`config.mk`:
```
export PLATFORM = sky130hd
export DESIGN_NAME = hex_frame_receiver_double_bank_unit
export DESIGN_NICKNAME = d
export VERILOG_FILES = /design/src/design/hfrdb_pkg.sv /design/src/design/hfrdb_front.sv /design/src/design/hfrdb_queue.sv /design/src/design/hfrdb_back.sv /design/src/design/hex_frame_receiver_double_bank_unit.sv
export VERILOG_INCLUDE_DIRS = /design/src /design/src/design
export SDC_FILE = /design/constraint.sdc
export NUM_CORES = 1
export LEC_CHECK = 0
export BUFFER_PORTS_ARGS = -buffer_cell sky130_fd_sc_hd__buf_2
export CAP_MARGIN = 20
export CORE_UTILIZATION = 36
export CTS_BUF_LIST = sky130_fd_sc_hd__clkbuf_4 sky130_fd_sc_hd__clkbuf_8
export CTS_CLUSTER_DIAMETER = 120
export DETAILED_ROUTE_END_ITERATION = 7
export PLACE_DENSITY = 0.57
export SLEW_MARGIN = 20
export SYNTH_ARGS = -nofsm -noshare
export SYNTH_HDL_FRONTEND = slang
export SYNTH_SLANG_ARGS = --single-unit
```
`constraint.sdc`:
```
create_clock -name aclk -period 4.2 [get_ports aclk]
set_clock_uncertainty 0.05 [all_clocks]
set_input_delay 0.42 -clock aclk [delete_from_list [all_inputs] [get_ports aclk]]
set_output_delay 0.42 -clock aclk [all_outputs]
set_load 0.01 [all_outputs]
```
`src/design/assert_macros.svh`:
```
// Assertion helpers for the RTL.
`ifndef ASSERT_MACROS_SVH
`define ASSERT_MACROS_SVH

`ifndef SYNTHESIS

// Checked at every rising edge outside reset.
`define ASSERT_AT(label, clk, rstn, prop) \
    label: assert property (@(posedge clk) disable iff (!(rstn)) (prop)) \
        else $error("assertion failed");

// Condition that must never hold outside reset.
`define ASSERT_NEVER(label, clk, rstn, cond) \
    label: assert property (@(posedge clk) disable iff (!(rstn)) !(cond)) \
        else $error("forbidden condition seen");

`else

`define ASSERT_AT(label, clk, rstn, prop)
`define ASSERT_NEVER(label, clk, rstn, cond)

`endif

`endif

```
`src/design/hfrdb_pkg.sv`:
```
package hfrdb_pkg;

    localparam int unsigned BANK_DEPTH  = 1048576;
    localparam int unsigned MSG_DEPTH   = 64;
    localparam int unsigned MAX_CHANNEL = 1024;
    localparam int unsigned QUEUE_DEPTH = 2;

    localparam int unsigned LIMIT_W = 21;
    localparam int unsigned CHAN_W  = 11;
    localparam int unsigned COL_W   = 10;
    localparam int unsigned MLEN_W  = 6;
    localparam int unsigned POS_W   = 20;
    localparam int unsigned CFG_W   = 21;
    localparam int unsigned CIDX_W  = 3;

    localparam logic [LIMIT_W-1:0] LIMIT_MAX = LIMIT_W'(BANK_DEPTH);
    localparam logic [CHAN_W-1:0]  CHAN_MAX  = CHAN_W'(MAX_CHANNEL);
    localparam logic [MLEN_W-1:0]  MLEN_MAX  = MLEN_W'(MSG_DEPTH - 1);
    localparam logic [15:0]        END_MARKER_WORD = 16'h2323;

    typedef enum logic [1:0] {
        CMD_BYTE      = 2'd0,
        CMD_NEW_FILE  = 2'd1,
        CMD_SAVER_ACK = 2'd2,
        CMD_EXT_RESET = 2'd3
    } cmd_t;

    typedef enum logic [2:0] {
        EV_NONE        = 3'd0,
        EV_MSG_BYTE    = 3'd1,
        EV_MSG_END     = 3'd2,
        EV_SAMPLE      = 3'd3,
        EV_SAMPLE_HAND = 3'd4,
        EV_DATA_END    = 3'd5,
        EV_RESET       = 3'd6
    } event_t;

    typedef enum logic [2:0] {
        ERR_NONE     = 3'd0,
        ERR_BAD_HEX  = 3'd1,
        ERR_OVER_255 = 3'd2,
        ERR_THIRD_END = 3'd3,
        ERR_STRAY    = 3'd4,
        ERR_EXTERNAL = 3'd5
    } err_t;

    typedef enum logic [CIDX_W-1:0] {
        CFG_BANK_LIMIT   = 3'd0,
        CFG_CHANNEL_CNT  = 3'd1,
        CFG_MSG_START    = 3'd2,
        CFG_MSG_END      = 3'd3,
        CFG_DATA_START   = 3'd4,
        CFG_DATA_END     = 3'd5,
        CFG_READY        = 3'd6
    } cfg_idx_t;

    typedef struct packed {
        logic [1:0] cmd;
        logic [7:0] rx_byte;
    } in_item_t;

    typedef struct packed {
        logic [2:0]         event_res;
        logic [7:0]         byte_value;
        logic               bank;
        logic [POS_W-1:0]   position;
        logic [LIMIT_W-1:0] fill_count;
        logic [2:0]         error_code;
        logic               overrun;
        logic               first_in_bank;
    } out_item_t;

    // Limits are held already clamped to their legal ranges.
    typedef struct packed {
        logic [LIMIT_W-1:0] bank_limit;
        logic [CHAN_W-1:0]  channel_count;
        logic [7:0]         msg_start_code;
        logic [7:0]         msg_end_code;
        logic [7:0]         data_start_code;
        logic [7:0]         data_end_code;
        logic [7:0]         ready_code;
    } cfg_t;

    typedef struct packed {
        logic msg_end;
        logic msg_start;
        logic ready;
        logic dsec_open;
        logic dsec_close;
        logic hex_ok;
    } byte_class_t;

    typedef struct packed {
        cmd_t        cmd;
        logic [7:0]  rx_byte;
        byte_class_t cls;
        logic [3:0]  nibble;
    } front_item_t;

endpackage

```
`src/design/hfrdb_front.sv`:
```
module hfrdb_front
    import hfrdb_pkg::*;
(
    input  logic        s_valid,
    output logic        s_ready,
    input  in_item_t    s_data,
    input  cfg_t        cfg,
    input  logic        q_full,
    output logic        q_push,
    output front_item_t q_item
);

    logic [7:0] c;
    logic       is_dec;
    logic       is_uhex;

    assign c       = s_data.rx_byte;
    assign is_dec  = (c >= 8'h30) && (c <= 8'h39);
    assign is_uhex = (c >= 8'h41) && (c <= 8'h46);

    assign s_ready = !q_full;
    assign q_push  = s_valid && !q_full;

    always_comb begin
        q_item.cmd            = cmd_t'(s_data.cmd);
        q_item.rx_byte        = c;
        q_item.cls.msg_end    = (c == cfg.msg_end_code);
        q_item.cls.msg_start  = (c == cfg.msg_start_code);
        q_item.cls.ready      = (c == cfg.ready_code);
        q_item.cls.dsec_open  = (c == cfg.data_start_code);
        q_item.cls.dsec_close = (c == cfg.data_end_code);
        q_item.cls.hex_ok     = is_dec || is_uhex;
        // 'A'..'F' low nibbles are 1..6, so add 9
        q_item.nibble         = is_dec ? c[3:0] : 4'(c[3:0] + 4'd9);
    end

endmodule

```
`src/design/hfrdb_queue.sv`:
```
module hfrdb_queue
    import hfrdb_pkg::*;
(
    input  logic        aclk,
    input  logic        aresetn,
    input  logic        push,
    input  front_item_t push_item,
    output logic        full,
    input  logic        pop,
    output logic        not_empty,
    output front_item_t pop_item
);

    localparam int unsigned PTR_W = $clog2(QUEUE_DEPTH);
    localparam int unsigned CNT_W = $clog2(QUEUE_DEPTH + 1);

    front_item_t        slot_reg [QUEUE_DEPTH];
    logic [PTR_W-1:0]   wr_ptr_reg, wr_ptr_next;
    logic [PTR_W-1:0]   rd_ptr_reg, rd_ptr_next;
    logic [CNT_W-1:0]   count_reg,  count_next;

    assign full      = (count_reg == CNT_W'(QUEUE_DEPTH));
    assign not_empty = (count_reg != '0);
    assign pop_item  = slot_reg[rd_ptr_reg];

    always_comb begin
        wr_ptr_next = wr_ptr_reg;
        rd_ptr_next = rd_ptr_reg;
        count_next  = count_reg;
        if (push) begin
            wr_ptr_next = (wr_ptr_reg == PTR_W'(QUEUE_DEPTH - 1)) ? '0 : PTR_W'(wr_ptr_reg + 1'b1);
        end
        if (pop) begin
            rd_ptr_next = (rd_ptr_reg == PTR_W'(QUEUE_DEPTH - 1)) ? '0 : PTR_W'(rd_ptr_reg + 1'b1);
        end
        if (push && !pop) begin
            count_next = CNT_W'(count_reg + 1'b1);
        end else if (pop && !push) begin
            count_next = CNT_W'(count_reg - 1'b1);
        end
    end

    always_ff @(posedge aclk) begin
        if (!aresetn) begin
            wr_ptr_reg <= '0;
            rd_ptr_reg <= '0;
            count_reg  <= '0;
        end else begin
            wr_ptr_reg <= wr_ptr_next;
            rd_ptr_reg <= rd_ptr_next;
            count_reg  <= count_next;
        end
    end

    always_ff @(posedge aclk) begin
        if (push) begin
            slot_reg[wr_ptr_reg] <= push_item;
        end
    end

endmodule

```
`src/design/hfrdb_back.sv`:
```
`include "assert_macros.svh"

module hfrdb_back
    import hfrdb_pkg::*;
(
    input  logic        aclk,
    input  logic        aresetn,
    input  cfg_t        cfg,
    input  logic        q_not_empty,
    input  front_item_t q_item,
    output logic        q_pop,
    output logic        m_valid,
    input  logic        m_ready,
    output out_item_t   m_data
);

    logic               in_msg_reg,    in_msg_next;
    logic               in_data_reg,   in_data_next;
    logic [MLEN_W-1:0]  msg_len_reg,   msg_len_next;
    logic [11:0]        hex_acc_reg,   hex_acc_next;
    logic [1:0]         digits_reg,    digits_next;
    logic [1:0]         end_cnt_reg,   end_cnt_next;
    logic               active_reg,    active_next;
    logic [LIMIT_W-1:0] fill_reg,      fill_next;
    logic [COL_W-1:0]   col_reg,       col_next;
    logic               switch_reg,    switch_next;
    logic               save_reg,      save_next;
    logic               out_valid_reg;
    out_item_t          out_reg,       res;

    logic               fail;
    err_t               fail_err;
    logic [15:0]        word;
    logic [LIMIT_W-1:0] fill_inc;
    logic               boundary;

    logic               ext_pop;
    logic               hand_pop;
    logic               rx_idle;
    logic               hand_done;

    assign q_pop   = q_not_empty && (!out_valid_reg || m_ready);
    assign m_valid = out_valid_reg;
    assign m_data  = out_reg;

    assign word     = {hex_acc_reg, q_item.nibble};
    assign fill_inc = LIMIT_W'(fill_reg + 1'b1);
    assign boundary = (CHAN_W'({1'b0, col_reg} + 1'b1) >= cfg.channel_count);

    always_comb begin
        in_msg_next  = in_msg_reg;
        in_data_next = in_data_reg;
        msg_len_next = msg_len_reg;
        hex_acc_next = hex_acc_reg;
        digits_next  = digits_reg;
        end_cnt_next = end_cnt_reg;
        active_next  = active_reg;
        fill_next    = fill_reg;
        col_next     = col_reg;
        switch_next  = switch_reg;
        save_next    = save_reg;
        res          = '0;
        fail         = 1'b0;
        fail_err     = ERR_NONE;

        unique case (q_item.cmd)
            CMD_NEW_FILE: begin
                switch_next = 1'b1;
            end
            CMD_SAVER_ACK: begin
                save_next = 1'b0;
            end
            CMD_EXT_RESET: begin
                fail     = 1'b1;
                fail_err = ERR_EXTERNAL;
            end
            default: begin
                if (in_msg_reg && q_item.cls.msg_end) begin
                    res.event_res  = EV_MSG_END;
                    res.fill_count = LIMIT_W'(msg_len_reg);
                    msg_len_next   = '0;
                    in_msg_next    = 1'b0;
                end else if (!in_msg_reg && q_item.cls.msg_start) begin
                    msg_len_next = '0;
                    in_msg_next  = 1'b1;
                end else if (in_msg_reg) begin
                    res.event_res  = EV_MSG_BYTE;
                    res.byte_value = q_item.rx_byte;
                    res.position   = POS_W'(msg_len_reg);
                    if (msg_len_reg != MLEN_MAX) begin
                        msg_len_next = MLEN_W'(msg_len_reg + 1'b1);
                    end
                end else if (q_item.cls.ready) begin
                    res = '0;
                end else if (!in_data_reg && q_item.cls.dsec_open) begin
                    in_data_next = 1'b1;
                end else if (in_data_reg && q_item.cls.dsec_close) begin
                    res.event_res  = EV_DATA_END;
                    res.bank       = active_reg;
                    res.fill_count = fill_reg;
                    res.overrun    = save_reg;
                    in_data_next   = 1'b0;
                    hex_acc_next   = '0;
                    digits_next    = '0;
                    end_cnt_next   = '0;
                    save_next      = 1'b1;
                    fill_next      = '0;
                    col_next       = '0;
                end else if (in_data_reg) begin
                    if (!q_item.cls.hex_ok) begin
                        fail     = 1'b1;
                        fail_err = ERR_BAD_HEX;
                    end else if (digits_reg != 2'd3) begin
                        hex_acc_next = word[11:0];
                        digits_next  = 2'(digits_reg + 1'b1);
                    end else if (word == END_MARKER_WORD) begin
                        hex_acc_next = '0;
                        digits_next  = '0;
                        if (end_cnt_reg == 2'd2) begin
                            fail     = 1'b1;
                            fail_err = ERR_THIRD_END;
                        end else begin
                            end_cnt_next = 2'(end_cnt_reg + 1'b1);
                        end
                    end else if (word[15:8] != 8'h00) begin
                        fail     = 1'b1;
                        fail_err = ERR_OVER_255;
                    end else begin
                        res.byte_value    = word[7:0];
                        res.bank          = active_reg;
                        res.position      = fill_reg[POS_W-1:0];
                        res.first_in_bank = (fill_reg == '0);
                        hex_acc_next      = '0;
                        digits_next       = '0;
                        if ((fill_inc >= cfg.bank_limit) || (boundary && switch_reg)) begin
                            res.event_res  = EV_SAMPLE_HAND;
                            res.fill_count = fill_inc;
                            res.overrun    = save_reg;
                            save_next      = 1'b1;
                            active_next    = !active_reg;
                            fill_next      = '0;
                            col_next       = '0;
                            switch_next    = 1'b0;
                        end else begin
                            res.event_res = EV_SAMPLE;
                            fill_next     = fill_inc;
                            col_next      = boundary ? '0 : COL_W'(col_reg + 1'b1);
                        end
                    end
                end else begin
                    fail     = 1'b1;
                    fail_err = ERR_STRAY;
                end
            end
        endcase

        // receiver reset keeps switch request and registers
        if (fail) begin
            in_msg_next    = 1'b0;
            in_data_next   = 1'b0;
            msg_len_next   = '0;
            hex_acc_next   = '0;
            digits_next    = '0;
            end_cnt_next   = '0;
            active_next    = 1'b0;
            fill_next      = '0;
            col_next       = '0;
            save_next      = 1'b0;
            res            = '0;
            res.event_res  = EV_RESET;
            res.error_code = fail_err;
        end
    end

    always_ff @(posedge aclk) begin
        if (!aresetn) begin
            in_msg_reg    <= 1'b0;
            in_data_reg   <= 1'b0;
            msg_len_reg   <= '0;
            hex_acc_reg   <= '0;
            digits_reg    <= '0;
            end_cnt_reg   <= '0;
            active_reg    <= 1'b0;
            fill_reg      <= '0;
            col_reg       <= '0;
            switch_reg    <= 1'b0;
            save_reg      <= 1'b0;
            out_valid_reg <= 1'b0;
        end else begin
            if (q_pop) begin
                in_msg_reg  <= in_msg_next;
                in_data_reg <= in_data_next;
                msg_len_reg <= msg_len_next;
                hex_acc_reg <= hex_acc_next;
                digits_reg  <= digits_next;
                end_cnt_reg <= end_cnt_next;
                active_reg  <= active_next;
                fill_reg    <= fill_next;
                col_reg     <= col_next;
                switch_reg  <= switch_next;
                save_reg    <= save_next;
                out_valid_reg <= 1'b1;
            end else if (m_ready) begin
                out_valid_reg <= 1'b0;
            end
        end
    end

    always_ff @(posedge aclk) begin
        if (q_pop) begin
            out_reg <= res;
        end
    end

    assign ext_pop   = q_pop && (q_item.cmd == CMD_EXT_RESET);
    assign hand_pop  = q_pop && (res.event_res == EV_SAMPLE_HAND);
    assign rx_idle   = !in_data_reg && !in_msg_reg;
    assign hand_done = (fill_reg == '0) && (col_reg == '0) && save_reg && !switch_reg;

    `ASSERT_NEVER(a_end_cnt_range, aclk, aresetn, end_cnt_reg == 2'd3)
    `ASSERT_AT(a_ext_reset, aclk, aresetn, ext_pop |=> (out_reg.error_code == ERR_EXTERNAL && rx_idle))
    `ASSERT_AT(a_hand_clears, aclk, aresetn, hand_pop |=> hand_done)

endmodule

```
`src/design/hex_frame_receiver_double_bank_unit.sv`:
```
// Path: an accepted beat is written to a queue slot, then the back end registers its
// result in the output stage. Throughput: one input beat per cycle while the queue has
// room; the back end takes one queued beat per cycle unless m_ready stalls its output.
// A two-entry queue sits between the classifier and the back end.
// Reset: synchronous, active low; clears receiver state, queue and output stage,
// and loads the configuration registers with their defaults.
module hex_frame_receiver_double_bank_unit
    import hfrdb_pkg::*;
(
    input  logic              aclk,
    input  logic              aresetn,
    input  logic              cfg_wr_en,
    input  logic [CIDX_W-1:0] cfg_index,
    input  logic [CFG_W-1:0]  cfg_wdata,
    input  logic              s_valid,
    output logic              s_ready,
    input  in_item_t          s_data,
    output logic              m_valid,
    input  logic              m_ready,
    output out_item_t         m_data
);

    // Configuration, held clamped so the back end compares directly
    cfg_t cfg_reg, cfg_next;

    logic [LIMIT_W-1:0] lim_clamped;
    logic [CHAN_W-1:0]  chan_clamped;

    always_comb begin
        // bank limit clamped to 1 .. bank depth
        if (cfg_wdata[LIMIT_W-1:0] == '0) begin
            lim_clamped = LIMIT_W'(1);
        end else if (cfg_wdata[LIMIT_W-1:0] > LIMIT_MAX) begin
            lim_clamped = LIMIT_MAX;
        end else begin
            lim_clamped = cfg_wdata[LIMIT_W-1:0];
        end
        // row length clamped to 1 .. max channels
        if (cfg_wdata[CHAN_W-1:0] == '0) begin
            chan_clamped = CHAN_W'(1);
        end else if (cfg_wdata[CHAN_W-1:0] > CHAN_MAX) begin
            chan_clamped = CHAN_MAX;
        end else begin
            chan_clamped = cfg_wdata[CHAN_W-1:0];
        end
    end

    always_comb begin
        cfg_next = cfg_reg;
        if (cfg_wr_en) begin
            unique case (cfg_index)
                CFG_BANK_LIMIT:  cfg_next.bank_limit      = lim_clamped;
                CFG_CHANNEL_CNT: cfg_next.channel_count   = chan_clamped;
                CFG_MSG_START:   cfg_next.msg_start_code  = cfg_wdata[7:0];
                CFG_MSG_END:     cfg_next.msg_end_code    = cfg_wdata[7:0];
                CFG_DATA_START:  cfg_next.data_start_code = cfg_wdata[7:0];
                CFG_DATA_END:    cfg_next.data_end_code   = cfg_wdata[7:0];
                CFG_READY:       cfg_next.ready_code      = cfg_wdata[7:0];
                default:         cfg_next = cfg_reg;   // unused index, write dropped
            endcase
        end
    end

    always_ff @(posedge aclk) begin
        if (!aresetn) begin
            cfg_reg.bank_limit      <= LIMIT_MAX;
            cfg_reg.channel_count   <= CHAN_W'(200);
            cfg_reg.msg_start_code  <= 8'd36;
            cfg_reg.msg_end_code    <= 8'd13;
            cfg_reg.data_start_code <= 8'd1;
            cfg_reg.data_end_code   <= 8'd2;
            cfg_reg.ready_code      <= 8'd3;
        end else begin
            cfg_reg <= cfg_next;
        end
    end

    // Front end: accepts beats and tags each byte against the control codes
    logic        q_full;
    logic        q_push;
    logic        q_pop;
    logic        q_not_empty;
    front_item_t q_in_item;
    front_item_t q_out_item;

    hfrdb_front u_front (
        .s_valid (s_valid),
        .s_ready (s_ready),
        .s_data  (s_data),
        .cfg     (cfg_reg),
        .q_full  (q_full),
        .q_push  (q_push),
        .q_item  (q_in_item)
    );

    // Decoupling queue
    hfrdb_queue u_queue (
        .aclk      (aclk),
        .aresetn   (aresetn),
        .push      (q_push),
        .push_item (q_in_item),
        .full      (q_full),
        .pop       (q_pop),
        .not_empty (q_not_empty),
        .pop_item  (q_out_item)
    );

    // Back end: message/data state, hex decode, bank fill and handover,
    // plus the registered result stage
    hfrdb_back u_back (
        .aclk        (aclk),
        .aresetn     (aresetn),
        .cfg         (cfg_reg),
        .q_not_empty (q_not_empty),
        .q_item      (q_out_item),
        .q_pop       (q_pop),
        .m_valid     (m_valid),
        .m_ready     (m_ready),
        .m_data      (m_data)
    );

endmodule

```
# After elaboration in Yosys (flattened, before gate mapping)
# Memories as Yosys holds them, arrays and structs flattened. A register that Yosys moved wholly into a read port is not among the register bits.
# Index checks and enable logic that the tools add are counted.
[classes]
addsub = 11
order_cmp = 8
eq_ne = 52
mux = 203
bitwise = 3
n_reduce_logical = 69
[op_table]
columns = ["operator", "count"]
rows = [
  ["2-to-1 mux 21 bit", 19],
  ["2-to-1 mux 53 bit", 7],
  ["2-to-1 mux 12 bit", 13],
  ["2-to-1 mux 10 bit", 15],
  ["2-to-1 mux 58 bit", 2],
  ["2-to-1 mux 1 bit", 76],
  ["2-to-1 mux 2 bit", 37],
  ["zero test 21 bit", 2],
  ["== test 8 bit", 5],
  ["2-to-1 mux 20 bit", 2],
  ["2-to-1 mux 3 bit", 13],
  ["2-to-1 mux 6 bit", 6],
  ["2-to-1 mux 11 bit", 3],
  ["2-to-1 mux 29 bit", 1],
  ["AND reduction 14 bit", 2],
  ["2-to-1 mux 26 bit", 1],
  ["AND reduction 12 bit", 2],
  ["!= test 2 x 1 -> 1 bit (second input constant)", 11],
  ["adder 21 x 1 -> 21 bit (second input constant)", 1],
  [">= comparator 21 bit", 1],
  ["> comparator 21 bit (second input constant)", 1],
  ["!= test 2 bit (second input constant)", 10],
  ["nonzero test 4 bit", 5],
  ["nonzero test 2 bit", 9],
  ["other kinds (50)", 102],
]
[totals]
ff_bits = 193
mem_bits_rw = 40
elab_cells = 380
memories = 1
[mem_list]
columns = ["name", "words", "width", "rd", "rd_ports_with_merged_regs", "wr", "line", "text"]
rows = [
  ["u_queue.slot_reg", 2, 20, 1, 1, 1, "hfrdb_queue.sv:17", "front_item_t slot_reg [QUEUE_DEPTH];"],
]

# Logic depth before layout (Yosys ltp)
[depth]
depth_word = 18
depth_mapped = 17
mapped_depth_nobuf = 14

# Hierarchy
# Synthesis repeated with hierarchy kept, for this count alone.
[hier_totals]
cells_unflattened = 1266
area_unflattened_um2 = 11913.9
[by_module_without_submodules]
columns = ["mod", "instances", "cells_per_inst", "area_per_inst_um2"]
rows = [
  ["hfrdb_back", 1, 752, 6730.2],
  ["hex_frame_receiver_double_bank_unit", 1, 328, 2750.1],
  ["hfrdb_queue", 1, 84, 1657.8],
  ["hfrdb_front", 1, 102, 775.7],
]

# Worst setup path after synthesis
# No wires, ideal clock.
[synth_timing]
path_type = "register to register"
start = "register u_back.fill_reg[5]"
end = "register u_back.out_reg (netlist bit u_back.m_data[12]), data pin"
arrival_ns = 3.898
required_ns = 3.894
setup_slack_ns = -0.004
stages_incl_launch_ff = 17
period_less_slack_ns = 4.204
path_cell_list = "dfxtp_1 -> clkbuf_1 -> and4_1 -> nand2_1 -> nor4_1 -> nor2b_1 -> or2_2 -> ha_1 -> a211oi_1 -> o21ai_0 -> or4_1 -> o32a_1 -> buf_2 -> o21ba_2 -> buf_2 -> a22oi_1 -> nor2_1"
[synth_between]
elab_chain_len = 10
[synth_rtl]
columns = ["item", "line", "text"]
rows = [
  ["from (decl)", "hfrdb_back.sv:24", "logic [LIMIT_W-1:0] fill_reg, fill_next;"],
  ["from (signal assigned)", "hfrdb_back.sv:198", "fill_reg <= fill_next;"],
  ["adder 21 x 1 -> 21 bit (*)", "hfrdb_back.sv:47", "assign fill_inc = LIMIT_W'(fill_reg + 1'b1);"],
  [">= comparator 21 bit", "hfrdb_back.sv:135", "if ((fill_inc >= cfg.bank_limit) || (boundary && switch_reg)) begin"],
  ["logical OR 1 bit", "hfrdb_back.sv:135", ""],
  ["2-to-1 mux 21 bit (*)", "hfrdb_back.sv:135", ""],
  ["2-to-1 mux 53 bit (*)", "hfrdb_back.sv:125", "end else if (word[15:8] != 8'h00) begin"],
  ["2-to-1 mux 53 bit (*)", "hfrdb_back.sv:116", "end else if (word == END_MARKER_WORD) begin"],
  ["2-to-1 mux 53 bit (*)", "hfrdb_back.sv:113", "end else if (digits_reg != 2'd3) begin"],
  ["2-to-1 mux 53 bit (*)", "hfrdb_back.sv:110", "if (!q_item.cls.hex_ok) begin"],
  ["2-to-1 mux 53 bit (*)", "hfrdb_back.sv:109", "end else if (in_data_reg) begin"],
  ["2-to-1 mux 21 bit (*)", "hfrdb_back.sv:97", "end else if (in_data_reg && q_item.cls.dsec_close) begin"],
  ["to (signal assigned)", "hfrdb_back.sv:211", "out_reg <= res;"],
  ["to (decl)", "hfrdb_back.sv:29", "out_item_t out_reg, res;"],
]
# Mark *: on every way between the ends. The rest lies on a longest branch, timed or not.
# A chain may end at the register's enable or synchronous reset.

# Worst setup path in the final report
[layout_timing]
start = "register u_back.fill_reg[1]"
end = "register u_back.fill_reg[14]"
[layout_between]
elab_chain_len = 17
[layout_rtl]
columns = ["item", "line", "text"]
rows = [
  ["adder 21 x 1 -> 21 bit (*)", "hfrdb_back.sv:47", ""],
  [">= comparator 21 bit", "hfrdb_back.sv:135", ""],
  ["logical OR 1 bit", "hfrdb_back.sv:135", ""],
  ["2-to-1 mux 21 bit (*)", "hfrdb_back.sv:135", ""],
  ["2-to-1 mux 21 bit (*)", "hfrdb_back.sv:125", ""],
  ["2-to-1 mux 21 bit (*)", "hfrdb_back.sv:116", ""],
  ["2-to-1 mux 21 bit (*)", "hfrdb_back.sv:113", ""],
  ["2-to-1 mux 21 bit (*)", "hfrdb_back.sv:110", ""],
  ["2-to-1 mux 21 bit (*)", "hfrdb_back.sv:109", ""],
  ["2-to-1 mux 21 bit (*)", "hfrdb_back.sv:97", ""],
  ["2-to-1 mux 21 bit (*)", "hfrdb_back.sv:95", "end else if (!in_data_reg && q_item.cls.dsec_open) begin"],
  ["2-to-1 mux 21 bit (*)", "hfrdb_back.sv:93", "end else if (q_item.cls.ready) begin"],
  ["2-to-1 mux 21 bit (*)", "hfrdb_back.sv:86", "end else if (in_msg_reg) begin"],
  ["2-to-1 mux 21 bit (*)", "hfrdb_back.sv:83", "end else if (!in_msg_reg && q_item.cls.msg_start) begin"],
  ["2-to-1 mux 21 bit (*)", "hfrdb_back.sv:78", "if (in_msg_reg && q_item.cls.msg_end) begin"],
  ["2-to-1 mux 21 bit (*)", "hfrdb_back.sv:66", "unique case (q_item.cmd)"],
  ["2-to-1 mux 21 bit (*)", "hfrdb_back.sv:158", "if (fail) begin"],
]
# Mark *: on every way between the ends. The rest lies on a longest branch, timed or not. The select of a mux whose other input is x is not followed.

==> flow_metrics.py <==
metrics = {
    "layout": {
        "largest_reg_flops": 72,
        "layout.cells.non_filler": 1803,
        "final_cell_mix": "nand2_1 (157), nor2_1 (136), dfxtp_1 (135)",
        "antennaDiodeCount": 0,
        "fillers": 3105,
        "ff_latch_area_sq_um": 5670,
        "drive_gt1_share_pct": 19.4,
        "multi_input_area_sq_um": 5580,
        "area_growth_pct": 17.2,
        "nNetsFinal": 1450,
        "final_common_cell": "nand2_1",
    },
    "die": {
        "dieArea_sq_um": 33100,
        "start_util_pct": 36.8,
        "row_count": 65,
        "core_area_sq_um": 31700,
        "dieHeight_microns": 182,
        "io_pins": 99,
        "fp.dieW_microns": 182,
    },
    "critical_path": {
        "slowest_delay_ns": 0.49,
        "path_cells": "ha_1, nand3_1, buf_4, nor2_2, nand3_1, xnor2_2, ha_1, a21oi_1, o21ai_1, or4_1, o32a_1, buf_4, nor3_4, clkbuf_16, nand3_1, a21oi_1",
        "crit_top_cell": "nand3_1",
        "crit_family": "simple AND/OR/NAND/NOR gates",
        "crit_path_max_fanout": 14,
        "cp_data_required_time_ns": 4.62,
        "crit_type": "reg -> reg",
        "cp-start-kind": "flop",
        "critPathBufInv": 3,
        "arrival_ns": 4.51,
        "cp-end-kind": "flop",
        "timing.critical_path.slowest_stage_cell": "or4_1",
    },
    "global_route": {
        "grt-busiest-layer": "met2",
        "grtUsageTotal_pct": 18.1,
        "gr-usage-met3_pct": 3.01,
        "grt_max_degree": 94,
        "overflow": 0,
        "grt_pass1_wl_mm": 48.0,
        "met2_usage_pct": 28.9,
        "globalRouteMet1Util_pct": 25.0,
        "grt_pass1_vias": 8913,
        "antenna_found_initial": 0,
    },
    "run_status": {
        "outcome": "completed",
    },
    "clocking": {
        "numCtsBuffers": 42,
        "clock_latency_ns": 0.56,
        "clk_pin_slew_worst_paths_ns": 0.06,
        "cts-root-buf": "clkbuf_8",
        "clock_sinks": 234,
        "cts_buffer_depth": 3,
        "cts_hold_buf": 0,
        "cts.htree.levels": 2,
        "cts_tree": "done",
    },
    "drt": {
        "wirelength_mm": 30.4,
        "final_antenna_net_count": 0,
        "wl_per_cell_microns": 16.9,
        "num_vias": 9523,
        "viasPerCell": 5.28,
        "drt_iter0_drc": 632,
        "drt_first_pass_iters": 5,
        "drcViolationCount": 0,
    },
    "timing": {
        "max_freq_mhz": 245,
        "setup_tns_ns": 0,
        "period_share_pct": 97.4,
        "min_period_ns": 4.09,
        "finalHoldViolations": 0,
        "slew_violations": 0,
        "worst_slew_pin_slew_ns": 1.10,
        "timing.final.setup_violations": 0,
        "relSlewSlack_pct": 26.5,
    },
    "power": {
        "power_density_nw_per_um2": 471,
        "leakage_nw": 5.08,
        "power_w": 0.00644,
        "peakVddDrop_mv": 0.199,
    },
    "logic_synthesis": {
        "ys_warn_count": 0,
        "yosysSeqAreaShare_pct": 48.6,
        "synth.distinct_cells": 74,
        "syn-cell-area_sq_um": 11700,
        "ys_async_sr_fraction_pct": 0,
        "synth.largest_area_cell": "edfxtp_1",
        "synthCells": 1256,
        "synth_fp_nets": 1337,
        "yosys-top-cells-area": "edfxtp_1 (25%), dfxtp_1 (23%), nand2_1 (5.1%), xnor2_1 (4.8%), ha_1 (4.5%)",
        "synth_edf_count": 98,
        "synth.ff_latch_count": 234,
        "synth_top_area_share_pct": 25.2,
        "synthFlopType": "dfxtp_1",
        "avgSynthCellArea_sq_um": 9.29,
    },
    "job": {
        "cap_violations": 0,
    },
    "placement": {
        "io_buffer_count": 98,
        "gp_congestion": 0.873,
        "dpl.cell_count": 1721,
        "dp.final_hpwl_mm": 20.5,
    },
    "hold_path": {
        "hold_class": "in -> reg",
    },
}
final timing paths:
kind | start | endpoint | slack, ns | depth (start not counted)
max | u_back.fill_reg[1]$_SDFFE_PN0P_ | u_back.fill_reg[14]$_SDFFE_PN0P_ | 0.11 | 16
min reg2reg | u_back.digits_reg[1]$_SDFFE_PN0P_ | u_back.digits_reg[1]$_SDFFE_PN0P_ | 0.41 | 2
max reg2reg | u_back.fill_reg[1]$_SDFFE_PN0P_ | u_back.fill_reg[14]$_SDFFE_PN0P_ | 0.11 | 16
min | s_data[9] | u_queue.slot_reg[1][19]$_DFFE_PP_ | 0.02 | 1
worst register-to-register path, stage by stage, from the launching register on:
cell and delay, ns:
dfxtp_1 0.35, ha_1 0.18, nand3_1 0.17, buf_4 0.22, nor2_2 0.14, nand3_1 0.15
xnor2_2 0.28, ha_1 0.30, a21oi_1 0.17, o21ai_1 0.09, or4_1 0.49, o32a_1 0.34
buf_4 0.18, nor3_4 0.37, clkbuf_16 0.26, nand3_1 0.10, a21oi_1 0.17
stage by stage:
| step | setup slack (ns) | hold slack (ns) | utilization, % | instance area, sq um |
|---|---|---|---|---|
| after floorplan | 0.0820 | 0.386 | - | 11700 |
| after global placement | 0.0546 | 0.396 | 39.9 | 12700 |
| after detailed placement | 0.0777 | 0.403 | 39.9 | 12700 |
| after CTS | 0.0403 | 0.00273 | 42.5 | 13500 |
| after global routing | -0.0211 | 0.000743 | 43.1 | 13700 |
| final | 0.111 | 0.0249 | 43.1 | 13700 |
layout make-up:
class                      instances  area share, %
clock buffer                      65           5.54
clock inverter                    11          0.439
inverter                          50           1.38
multi-input combinational        895           40.9
sequential                       234           41.5
tap                              402           3.68
timing repair buffer             146           6.65
layer usage:
| metal | vias up | share of wire [%] |
|---|---|---|
| li1 | 4696 | - |
| met1 | 4504 | 47 |
| met2 | 275 | 46 |
| met3 | 48 | 5.4 |
| met4 | 0 | 1.8 |
| met5 | - | 0 |
power by group:
group	switching (W)	total, W	internal [W]
Combinational	0.000905	0.00140	0.000498
Clock	0.000943	0.00209	0.00115
Sequential	0.000145	0.00294	0.00280
Total	0.00199	0.00644	0.00445
cells by family (layout without fill, tap and decap cells):
family	count (synthesis)	count (layout)	synth area share, %
AO/OA/AOI/OAI	244	244	13.3
XOR/XNOR	77	77	5.78
adder cells (fa/ha/maj)	43	43	4.59
buffers and inverters	127	272	4.50
flip-flops	234	234	48.6
multiplexers	26	26	2.42
AND/OR/NAND/NOR	505	505	20.9
cell usage after synthesis, drive strengths merged, types with 5 or more instances:
cell type  count
a21oi         93
a22oi         52
a31oi         10
and2          20
and3           8
buf           24
clkbuf        53
dfxtp        136
edfxtp        98
ha            42
inv           50
mux2           8
mux2i         17
nand2        158
nand2b        10
nand3         65
nand4         21
nand4b         5
nor2         139
nor2b          9
nor3          14
nor3b          5
nor4          16
nor4b          5
o211ai         7
o21ai         40
or2            7
or3            6
or4            8
xnor2         64
xor2          13
repair_timing:
item / 4_1_cts / 5_1_grt
endpoints found under the setup margin: 0 / 54
endpoints found under the hold margin: 0 / 0
gates resized for setup: 0 / 24
buffers inserted: 0 / 4
No activity file was read; power rests on OpenSTA's default activity.
